## src/rtl/blr_pkg.sv

```systemverilog
`timescale 1ns / 1ps
`default_nettype none

package blr_pkg;

  // Field widths of the command and pixel words.
  localparam int CoordW = 12;
  localparam int ColorW = 8;
  localparam int PixW   = 6;

  // A command never produces more than this many pixels.
  localparam int MaxResults = 64;
  localparam int CntW       = 6;

  // The error term stays within (-2*major, 2*major), so 14 signed bits suffice.
  localparam int ErrW = 14;

  // Controller states.
  typedef enum logic [1:0] {
    ST_IDLE,
    ST_END,
    ST_WALK
  } state_t;

  // Commands from the controller to the datapath.
  typedef struct packed {
    logic load;
    logic emit_end;
    logic step;
  } ctrl_cmd_t;

  // Status from the datapath to the controller.
  typedef struct packed {
    logic in_ok;
    logic major_zero;
    logic walk_last;
  } dp_status_t;

endpackage

`default_nettype wire

```

## src/rtl/blr_ctrl.sv

```systemverilog
`timescale 1ns / 1ps
`default_nettype none

module blr_ctrl (
  input  wire                  clk,
  input  wire                  rst_n,
  input  wire                  start,
  input  blr_pkg::dp_status_t  status,
  output blr_pkg::ctrl_cmd_t   cmd,
  output logic                 busy
);

  import blr_pkg::*;

  state_t state_r;
  state_t state_nxt;

  // State register.
  always_ff @(posedge clk) begin
    if (!rst_n) begin
      state_r <= ST_IDLE;
    end else begin
      state_r <= state_nxt;
    end
  end

  // Next state and datapath commands.
  always_comb begin
    state_nxt    = state_r;
    cmd.load     = 1'b0;
    cmd.emit_end = 1'b0;
    cmd.step     = 1'b0;
    busy         = 1'b1;
    case (state_r)
      ST_IDLE: begin
        busy = 1'b0;
        // A command with a coordinate off the display is taken and dropped.
        if (start && status.in_ok) begin
          cmd.load  = 1'b1;
          state_nxt = ST_END;
        end
      end
      ST_END: begin
        cmd.emit_end = 1'b1;
        if (status.major_zero) begin
          state_nxt = ST_IDLE;
        end else begin
          state_nxt = ST_WALK;
        end
      end
      ST_WALK: begin
        cmd.step = 1'b1;
        if (status.walk_last) begin
          state_nxt = ST_IDLE;
        end
      end
      default: begin
        state_nxt = ST_IDLE;
      end
    endcase
  end

endmodule

`default_nettype wire

```

## src/rtl/blr_datapath.sv

```systemverilog
`timescale 1ns / 1ps
`default_nettype none

module blr_datapath #(
  parameter int DISPLAY_WIDTH  = 64,
  parameter int DISPLAY_HEIGHT = 64
) (
  input  wire                            clk,
  input  wire                            rst_n,
  input  wire  [blr_pkg::CoordW-1:0]     in_x_start,
  input  wire  [blr_pkg::CoordW-1:0]     in_y_start,
  input  wire  [blr_pkg::CoordW-1:0]     in_x_end,
  input  wire  [blr_pkg::CoordW-1:0]     in_y_end,
  input  wire  [blr_pkg::ColorW-1:0]     in_color,
  input  blr_pkg::ctrl_cmd_t             cmd,
  output blr_pkg::dp_status_t            status,
  output logic                           out_valid,
  output logic [blr_pkg::PixW-1:0]       out_pixel_x,
  output logic [blr_pkg::PixW-1:0]       out_pixel_y,
  output logic [blr_pkg::ColorW-1:0]     out_pixel_color,
  output logic                           out_last_pixel
);

  import blr_pkg::*;

  localparam logic [CoordW-1:0] WidthLim  = CoordW'(DISPLAY_WIDTH);
  localparam logic [CoordW-1:0] HeightLim = CoordW'(DISPLAY_HEIGHT);
  localparam logic [CntW-1:0]   WalkCap   = CntW'(MaxResults - 2);

  // Walk state.
  logic [CoordW-1:0]      x_r, y_r, xe_r, ye_r;
  logic                   ux_r, uy_r, xmaj_r;
  logic [CoordW-1:0]      dmaj_r, dmin_r, rem_r;
  logic signed [ErrW-1:0] err_r;
  logic [CntW-1:0]        k_r;
  logic [ColorW-1:0]      color_r;

  // Output word register.
  logic                   valid_r;
  logic [PixW-1:0]        px_r, py_r;
  logic [ColorW-1:0]      pcol_r;
  logic                   last_r;

  // Deltas of the incoming command.
  logic signed [CoordW:0] dx_s, dy_s;
  logic [CoordW-1:0]      adx, ady;

  // Error update of one walk step.
  logic signed [ErrW-1:0] err_sum;
  logic signed [ErrW:0]   err_dbl;
  logic                   minor_step;
  logic signed [ErrW-1:0] err_nxt;
  logic [CoordW-1:0]      x_inc, y_inc, x_nxt, y_nxt;

  // Deltas on the input ports.
  always_comb begin
    dx_s = $signed({1'b0, in_x_end}) - $signed({1'b0, in_x_start});
    dy_s = $signed({1'b0, in_y_end}) - $signed({1'b0, in_y_start});
    adx  = dx_s[CoordW] ? CoordW'(-dx_s) : CoordW'(dx_s);
    ady  = dy_s[CoordW] ? CoordW'(-dy_s) : CoordW'(dy_s);
  end

  // One Bresenham step: add the minor delta, step minor when 2*err >= major.
  always_comb begin
    err_sum    = err_r + $signed({2'b00, dmin_r});
    err_dbl    = {err_sum, 1'b0};
    minor_step = err_dbl >= $signed({3'b000, dmaj_r});
    err_nxt    = minor_step ? (err_sum - $signed({2'b00, dmaj_r})) : err_sum;
    x_inc      = ux_r ? (x_r + CoordW'(1)) : (x_r - CoordW'(1));
    y_inc      = uy_r ? (y_r + CoordW'(1)) : (y_r - CoordW'(1));
    if (xmaj_r) begin
      x_nxt = x_inc;
      y_nxt = minor_step ? y_inc : y_r;
    end else begin
      y_nxt = y_inc;
      x_nxt = minor_step ? x_inc : x_r;
    end
  end

  // Status for the controller: range check on the input ports and walk progress.
  always_comb begin
    status.in_ok      = (in_x_start < WidthLim) && (in_x_end < WidthLim) &&
                        (in_y_start < HeightLim) && (in_y_end < HeightLim);
    status.major_zero = (dmaj_r == '0);
    status.walk_last  = (rem_r == CoordW'(1)) || (k_r == WalkCap);
  end

  // Walk registers.
  always_ff @(posedge clk) begin
    if (cmd.load) begin
      x_r     <= in_x_start;
      y_r     <= in_y_start;
      xe_r    <= in_x_end;
      ye_r    <= in_y_end;
      color_r <= in_color;
      ux_r    <= !dx_s[CoordW] && (dx_s != '0);
      uy_r    <= !dy_s[CoordW] && (dy_s != '0);
      xmaj_r  <= adx > ady;
      dmaj_r  <= (adx > ady) ? adx : ady;
      dmin_r  <= (adx > ady) ? ady : adx;
      rem_r   <= (adx > ady) ? adx : ady;
      err_r   <= '0;
      k_r     <= '0;
    end else if (cmd.step) begin
      x_r   <= x_nxt;
      y_r   <= y_nxt;
      err_r <= err_nxt;
      rem_r <= rem_r - CoordW'(1);
      k_r   <= k_r + CntW'(1);
    end
  end

  // Output word: the end pixel first, then one walk pixel per cycle.
  always_ff @(posedge clk) begin
    if (!rst_n) begin
      valid_r <= 1'b0;
    end else begin
      valid_r <= cmd.emit_end || cmd.step;
    end
  end

  always_ff @(posedge clk) begin
    if (cmd.emit_end) begin
      px_r   <= xe_r[PixW-1:0];
      py_r   <= ye_r[PixW-1:0];
      pcol_r <= color_r;
      last_r <= status.major_zero;
    end else if (cmd.step) begin
      px_r   <= x_r[PixW-1:0];
      py_r   <= y_r[PixW-1:0];
      pcol_r <= color_r;
      last_r <= status.walk_last;
    end
  end

  assign out_valid       = valid_r;
  assign out_pixel_x     = px_r;
  assign out_pixel_y     = py_r;
  assign out_pixel_color = pcol_r;
  assign out_last_pixel  = last_r;

endmodule

`default_nettype wire

```

## src/rtl/bresenham_line_rasterizer_unit.sv

```systemverilog
`timescale 1ns / 1ps
`default_nettype none
// A taken command is loaded, ST_END emits its end pixel, and the output word register shows it.
// One pixel per cycle; busy stays high through ST_END and the walk steps of a command,
// which yields at most 64 pixels; the rate is set by the single step unit of the error walk.
// A command with an off-display coordinate is dropped and busy stays low.
// Reset is synchronous and active low; it idles the controller and clears the strobe.
// Pixels are strobed for one cycle each and the receiver cannot stall them.

module bresenham_line_rasterizer_unit #(
  parameter int DISPLAY_WIDTH  = 64,
  parameter int DISPLAY_HEIGHT = 64
) (
  input  wire                          clk,
  input  wire                          rst_n,
  input  wire                          start,
  output logic                         busy,
  input  wire  [blr_pkg::CoordW-1:0]   in_x_start,
  input  wire  [blr_pkg::CoordW-1:0]   in_y_start,
  input  wire  [blr_pkg::CoordW-1:0]   in_x_end,
  input  wire  [blr_pkg::CoordW-1:0]   in_y_end,
  input  wire  [blr_pkg::ColorW-1:0]   in_color,
  output logic                         out_valid,
  output logic [blr_pkg::PixW-1:0]     out_pixel_x,
  output logic [blr_pkg::PixW-1:0]     out_pixel_y,
  output logic [blr_pkg::ColorW-1:0]   out_pixel_color,
  output logic                         out_last_pixel
);

  import blr_pkg::*;

  ctrl_cmd_t  cmd;
  dp_status_t status;

  // Sequencer.
  blr_ctrl u_ctrl (
    .clk    (clk),
    .rst_n  (rst_n),
    .start  (start),
    .status (status),
    .cmd    (cmd),
    .busy   (busy)
  );

  // Error walk and output word.
  blr_datapath #(
    .DISPLAY_WIDTH  (DISPLAY_WIDTH),
    .DISPLAY_HEIGHT (DISPLAY_HEIGHT)
  ) u_datapath (
    .clk             (clk),
    .rst_n           (rst_n),
    .in_x_start      (in_x_start),
    .in_y_start      (in_y_start),
    .in_x_end        (in_x_end),
    .in_y_end        (in_y_end),
    .in_color        (in_color),
    .cmd             (cmd),
    .status          (status),
    .out_valid       (out_valid),
    .out_pixel_x     (out_pixel_x),
    .out_pixel_y     (out_pixel_y),
    .out_pixel_color (out_pixel_color),
    .out_last_pixel  (out_last_pixel)
  );

  // Every pixel word comes from a cycle in which a line was in progress.
  a_valid_after_busy: assert property (@(posedge clk) disable iff (!rst_n)
    out_valid |-> $past(busy))
    else $error("pixel strobe without a line in progress");

  // When a line finishes, the word on the outputs is its last pixel.
  a_end_marks_last: assert property (@(posedge clk) disable iff (!rst_n)
    (!busy && $past(busy) && $past(rst_n)) |-> (out_valid && out_last_pixel))
    else $error("line ended without a last pixel");

  // A newly taken command has no pixel ready in the following cycle.
  a_no_pixel_after_accept: assert property (@(posedge clk) disable iff (!rst_n)
    (start && !busy) |=> !out_valid)
    else $error("pixel strobe right after command accept");

endmodule

`default_nettype wire

```

## config.mk

```make
export PLATFORM = sky130hd
export DESIGN_NAME = bresenham_line_rasterizer_unit
export DESIGN_NICKNAME = d
export VERILOG_FILES = /design/src/rtl/blr_pkg.sv /design/src/rtl/blr_ctrl.sv /design/src/rtl/blr_datapath.sv /design/src/rtl/bresenham_line_rasterizer_unit.sv
export SDC_FILE = /design/constraint.sdc
export NUM_CORES = 1
export LEC_CHECK = 0
export BUFFER_PORTS_ARGS = -buffer_cell sky130_fd_sc_hd__buf_2
export CAP_MARGIN = 20
export CORE_UTILIZATION = 45
export CTS_CLUSTER_DIAMETER = 50
export DETAILED_ROUTE_END_ITERATION = 6
export HOLD_SLACK_MARGIN = 0.12
export PLACE_DENSITY = 0.7
export SLEW_MARGIN = 15
export SYNTH_ARGS = -nofsm -noshare
export SYNTH_HDL_FRONTEND = slang
export SYNTH_SLANG_ARGS = --single-unit
```

## constraint.sdc

```tcl
create_clock -name clk -period 15.6 [get_ports clk]
set_input_delay 2.34 -clock clk [delete_from_list [all_inputs] [get_ports clk]]
set_output_delay 2.34 -clock clk [all_outputs]
set_load 0.1 [all_outputs]
```

* After elaboration in Yosys (flattened, before gate mapping)
Index checks and enable logic that the tools add are counted.
Operators by class: $add $sub $neg 12, $mul 0, divide/modulo/power cells 0, order comparisons 6, equality and inequality tests 7, shift operators 0, mux-type cells 34, bitwise gates (word level) 0, reductions and logical operators 20
Operators by type and width (count):
- $mux W12 | 16
- $lt A12 B7 Y1 const B | 4
- $sub A12 B1 Y12 const B | 3
- $reduce_bool A13 Y1 | 2
- $sub A12 B12 Y13 | 2
- $add A12 B1 Y12 const B | 2
- $mux W6 | 4
- $neg A12 Y12 | 2
- $mux W8 | 2
- $ge A15 B13 Y1 | 1
- $add A14 B13 Y14 | 1
- $mux W14 | 1
- $sub A14 B13 Y14 | 1
- $eq A12 B1 Y1 const B | 1
- $gt A12 B12 Y1 | 1
- $logic_not A12 Y1 | 1
- $mux W1 | 7
- $add A6 B1 Y6 const B | 1
- $eq A6 B6 Y1 const B | 1
- $logic_and A1 B1 Y1 | 6
- $mux W2 | 3
- $pmux W2 S3 | 1
- $reduce_and A2 Y1 | 3
- $reduce_bool A2 Y1 | 2
- 9 further kinds | 11
Storage, ports and cells: bits in registers 127, bits in latches 0, RAM bits 0, memory bits (read-only) 0, output and inout bits 23, word-level logic and storage cells 98, memories 0

* Logic depth before layout (Yosys ltp)
depth after elaboration 9, gate-level depth with buffers 23, mapped depth without buffers 23

* By module
A second synthesis with hierarchy kept.
Second synthesis, totals: cells, all modules 910, area, all modules 8717.1 sq um
Modules (own cells, without submodules):
- blr_datapath | times used 1, cells an instance 899, area an instance 8605.8 sq um, seq. area each 3183.1 sq um
- blr_ctrl | times used 1, cells an instance 11, area an instance 111.4 sq um, seq. area each 40.0 sq um

* Worst setup path after synthesis
Ideal clock, no wire load.
path type input to register, start point input in_x_end[0] (netlist bit), end point register u_datapath.rem_r[5] (data pin), setup time 0.254 ns, data arrival time 6.355 ns, required time 15.346 ns, setup slack 8.992 ns, stages 23, path buffers 1, cell sequence inv_1 > ha_1 > inv_1 > fa_1 > nand3_1 > a2111oi_0 > a211oi_1 > and4_1 > nand2_1 > nor4_1 > a21oi_1 > xnor2_1 > inv_1 > ha_1 > and4_1 > nand4_1 > a21oi_1 > a211oi_1 > a21oi_2 > inv_2 > clkbuf_1 > o21a_1 > a21o_1
Between the ends: cells in the longest elaborated chain, start to end 8, elaborated cells between the ends (all ways) 13
RTL lines:
- from (decl) | RTL line bresenham_line_rasterizer_unit.sv:20 | input wire [blr_pkg::CoordW-1:0] in_x_end,
- branches (longest 7 deep; another with $sub A12 B12 Y13)
- $mux W12 (*) | RTL line blr_datapath.sv:90 | if (cmd.load) begin
- to (signal assigned) | RTL line blr_datapath.sv:101 | rem_r <= (adx > ady) ? adx : ady;
- to (signal assigned) | RTL line blr_datapath.sv:108 | rem_r <= rem_r - CoordW'(1);
- to (decl) | RTL line blr_datapath.sv:33 | logic [CoordW-1:0] dmaj_r, dmin_r, rem_r;
Mark *: on every way between the ends. A chain may end at the register's enable or synchronous reset.

* Worst setup path after layout
start point input in_x_end[0] (netlist bit), end point register u_datapath.rem_r[3] (data pin)
Same word-level chain as after synthesis.

==> flow_metrics.env <==
export IMPL_status="finished clean"
export IMPL_required_ns=15.76
export IMPL_yosys_warnings=0
export IMPL_cpMostUsedCell="inv_1"
export IMPL_clockRootBuffer="clkbuf_16"
export IMPL_layout_min_cycle_time_ns=6.706
export IMPL_fin_crit_sh_pct=42.99
export IMPL_port_buffers=81
export IMPL_grt_pass1_vias=6264
export IMPL_grt_max_degree=63
export IMPL_fp_coreArea_mm2=0.01827
export IMPL_synth_top_cell_by_area="edfxtp_1"
export IMPL_peakVddDrop_v=0.00007430
export IMPL_synth_top_family_by_area="compound AO/OA/AOI/OAI gates"
export IMPL_grt_pass1_wl_mm=31.45
export IMPL_drt_total_wl_mm=19.49
export IMPL_cpPeakStageDelay_ns=0.39
export IMPL_syn_instance_count=871
export IMPL_synth_adder_area_share_pct=14.32
export IMPL_r2r_cells=16
export IMPL_clk_insertion_delay_late_ns=0.42
export IMPL_p_clk_share_pct=31.2
export IMPL_start_util_pct=46.69
export IMPL_hold_viol=0
export IMPL_die_area_mm2=0.01951
export IMPL_end_kind="flip-flop"
export IMPL_cts_buffers=17
export IMPL_die_height_um=139.7
export IMPL_hold_path_class="reg -> reg"
export IMPL_hold_depth=0
export IMPL_synth_top_flop_cell="edfxtp_1"
export IMPL_r2r_slack_ns=10.93
export IMPL_cts_resized=0
export IMPL_synth_net_count=1024
export IMPL_synthXorXnorAreaFrac_pct=8.479
export IMPL_clock_skew_ns=0.01255
export IMPL_crit_type="in -> reg"
export IMPL_cp_start_kind="input port"
export IMPL_yosysSeqAreaShare_pct=37.79
export IMPL_clk_pin_slew_worst_paths_ns=0.06
export IMPL_gp_congestion=0.8988
export IMPL_leakage_nw=4.113
export IMPL_worstMarginPinSlew_ns=0.8752
export IMPL_final_util_pct=53.27
export IMPL_rsz0062_at_grt="no"
export IMPL_met3_usage_pct=3.097
export IMPL_power_density_mw_per_mm2=120.5
export IMPL_grt_use_met2_pct=31.55
export IMPL_io_pins=82
export IMPL_synth_area_mm2=0.008529
export IMPL_drive_above_1_share_pct=16.43
export IMPL_clockBufferDepth=2
export IMPL_p_sw_share_pct=36.04
export IMPL_hold_start="u_datapath.color_r[2]$_DFFE_PP_"
export IMPL_met1_usage_pct=28.97
export IMPL_drtAntennaViolNets=0
export IMPL_synth_mux_area_share_pct=5.325
export IMPL_grt_use_total_pct=20.42
export IMPL_routedWlPerCell_um=16.29
export IMPL_final_common_cell="edfxtp_1"
export IMPL_via_count=6637
export IMPL_seqPwrFrac_pct=30.7
export IMPL_cp_max_fo=17
export IMPL_layout_common_cells="92 x edfxtp_1, 88 x ha_1, 81 x buf_2"
export IMPL_switching_power_uw=422.7
export IMPL_crit_chain="buf_2 > inv_1 > ha_1 > inv_1 > fa_1 > nand3_1 > a2111oi_0 > a211oi_1 > and4_1 > nand2_1 > nor4_1 > a21oi_1 > xnor2_1 > inv_1 > ha_1 > and4_1 > nand4_1 > a21oi_1 > a211oi_1 > a21oi_2 > inv_2 > mux2i_1 > mux2_1"
export IMPL_grt_overflow=0
export IMPL_p_int_uw=750.2
export IMPL_synth_seq_cells=115
export IMPL_finalSetupTns_ns=0
export IMPL_ys_types=78
export IMPL_num_rows=49
export IMPL_relSlewSlack_pct=41.65
export IMPL_syn_avg_cell_area_um2=9.793
export IMPL_worstHoldEndpoint="u_datapath.out_pixel_color[2]$_DFFE_PP_"
export IMPL_hpwl_mm=15.08
export IMPL_worst_path_max_delay_cell="fa_1"
export IMPL_clkSinkCount=115
export IMPL_h_tree_depth=4
export IMPL_cts_tree="built"
export IMPL_dr_first_iter_drc_count=476
export IMPL_diodes=0
export IMPL_r2r_start="u_datapath.dmin_r[0]$_DFFE_PP_"
export IMPL_post_cts_buffers=0
export IMPL_synth_edf_count=92
export IMPL_setup_viol=0
export IMPL_yosys_area_top_type_share_pct=32.39
export IMPL_drv_cap=0
export IMPL_vias_per_cell=5.545
export IMPL_combPwrFrac_pct=38.1
export IMPL_yosys_top_cells_area="edfxtp_1 32%, ha_1 13%, dfxtp_1 5.4%"
export IMPL_firstDrtPassIters=5
export IMPL_whs_ns=0.4166
export IMPL_yosys_area_share_simple_pct=13.99
export IMPL_cts_hold_buf=0
export IMPL_drc=0
export IMPL_drv_slew=0
export IMPL_antenna_found_initial=0
export IMPL_synth_compound_area_share_pct=15.90
export IMPL_crit_arrival_ns=6.86
export IMPL_area_growth_pct=14.10
export IMPL_grt_busiest_layer="met2"
export IMPL_fp_dieW_um=139.7
export IMPL_ys_async_sr_fraction_pct=0
export IMPL_max_freq_mhz=149.1
export IMPL_finish_net_count=1108
export IMPL_r2r_end="u_datapath.y_r[2]$_DFFE_PP_"
[critical path, delay by kind of cell]
kind                     cells  cell delay (ns)
buffers and inverters        5             0.60
multiplexers                 2             0.45
AND/OR/NAND/NOR              6             1.18
XOR/XNOR                     1             0.34
adder cells (fa/ha/maj)      3             0.91
AO/OA/AOI/OAI                6             1.01
[cell usage after synthesis (5+ instances only)]
library cell and count:
edfxtp_1 92, ha_1 88, nor2_1 76, inv_1 71, a21oi_1 64, nand2_1 52, xnor2_1 46, o21ai_0 40
xor2_1 31, mux2i_1 26, dfxtp_1 23, a21o_1 19, nand3_1 18, clkbuf_1 15, nor3_1 15, mux2_2 14
nor4_1 14, nand2b_1 13, nor2b_1 13, o21a_1 9, o21ai_1 9, a211oi_1 7, a31oi_1 6, fa_1 6
nand4_1 6, o211ai_1 6, o31ai_1 6, nor3b_1 5
[how the worst max path moves through the flow]
stage	start	end	slack, ns	cells past startpoint
after floorplan	in_x_end[0]	u_datapath.rem_r[5]$_DFFE_PP_	8.99	23
after CTS	in_x_end[0]	u_datapath.rem_r[3]$_DFFE_PP_	8.98	23
after global routing	in_x_end[0]	u_datapath.rem_r[3]$_DFFE_PP_	8.62	23
after detailed placement	in_x_end[0]	u_datapath.rem_r[3]$_DFFE_PP_	8.54	23
final	in_x_end[0]	u_datapath.rem_r[3]$_DFFE_PP_	8.89	23
after global placement	in_x_end[0]	u_datapath.rem_r[2]$_DFFE_PP_	8.71	22
[cell type report]
type | instances | area, um2
Clock buffer | 18 | 450.4
Clock inverter | 14 | 117.6
Fill cell | 1628 | 8538
Inverter | 72 | 270.3
Multi-Input combinational cell | 664 | 4949
Sequential cell | 115 | 3223
Tap cell | 229 | 286.5
Timing Repair Buffer | 85 | 435.4
[per-layer routing]
| layer | routed length, um | up-vias | part of all wire (%) |
|---|---|---|---|
| li1 | - | 3346 | - |
| met1 | 9592 | 3115 | 49 |
| met2 | 8681 | 150 | 45 |
| met3 | 786 | 26 | 4.0 |
| met4 | 434 | 0 | 2.2 |
| met5 | 0 | - | 0 |
[stage by stage]
stage | cell area (um2) | setup slack, ns | std cells | power (mW)
after floorplan | 8529 | 8.992 | 871 | 0.7009
after detailed placement | 9164 | 8.538 | 1165 | 0.8038
after global routing | 9732 | 8.619 | 1197 | 1.235
after global placement | 9164 | 8.709 | 1165 | 0.7962
final | 9732 | 8.894 | 1197 | 1.173
after CTS | 9732 | 8.977 | 1197 | 1.173
[cell families after synthesis]
logic type	Yosys count
AO/OA/AOI/OAI	207
XOR/XNOR	80
AND/OR/NAND/NOR	240
buffers and inverters	92
adder cells (fa/ha/maj)	94
flip-flops	115
multiplexers	43
[sequential cells by signal, indices dropped and copies added, names as in the netlist]
name                        count
u_datapath.err_r               14
u_datapath.dmaj_r              12
u_datapath.dmin_r              12
u_datapath.rem_r               12
u_datapath.color_r              8
u_datapath.out_pixel_color      8
u_datapath.k_r                  6
u_datapath.out_pixel_x          6
u_datapath.out_pixel_y          6
u_datapath.x_r                  6
u_datapath.xe_r                 6
u_datapath.y_r                  6
u_datapath.ye_r                 6
u_ctrl.state_r                  2
u_datapath.out_last_pixel       1
u_datapath.out_valid            1
u_datapath.ux_r                 1
u_datapath.uy_r                 1
u_datapath.xmaj_r               1
[power by group through the flow]
stage	registers (mW)	clock network, mW	logic [mW]
after floorplan	0.364	0	0.337
after global placement	0.366	0	0.431
after detailed placement	0.366	0	0.438
after CTS	0.360	0.372	0.442
after global routing	0.361	0.383	0.491
final	0.360	0.366	0.447
(Power assumes the default switching activity.)
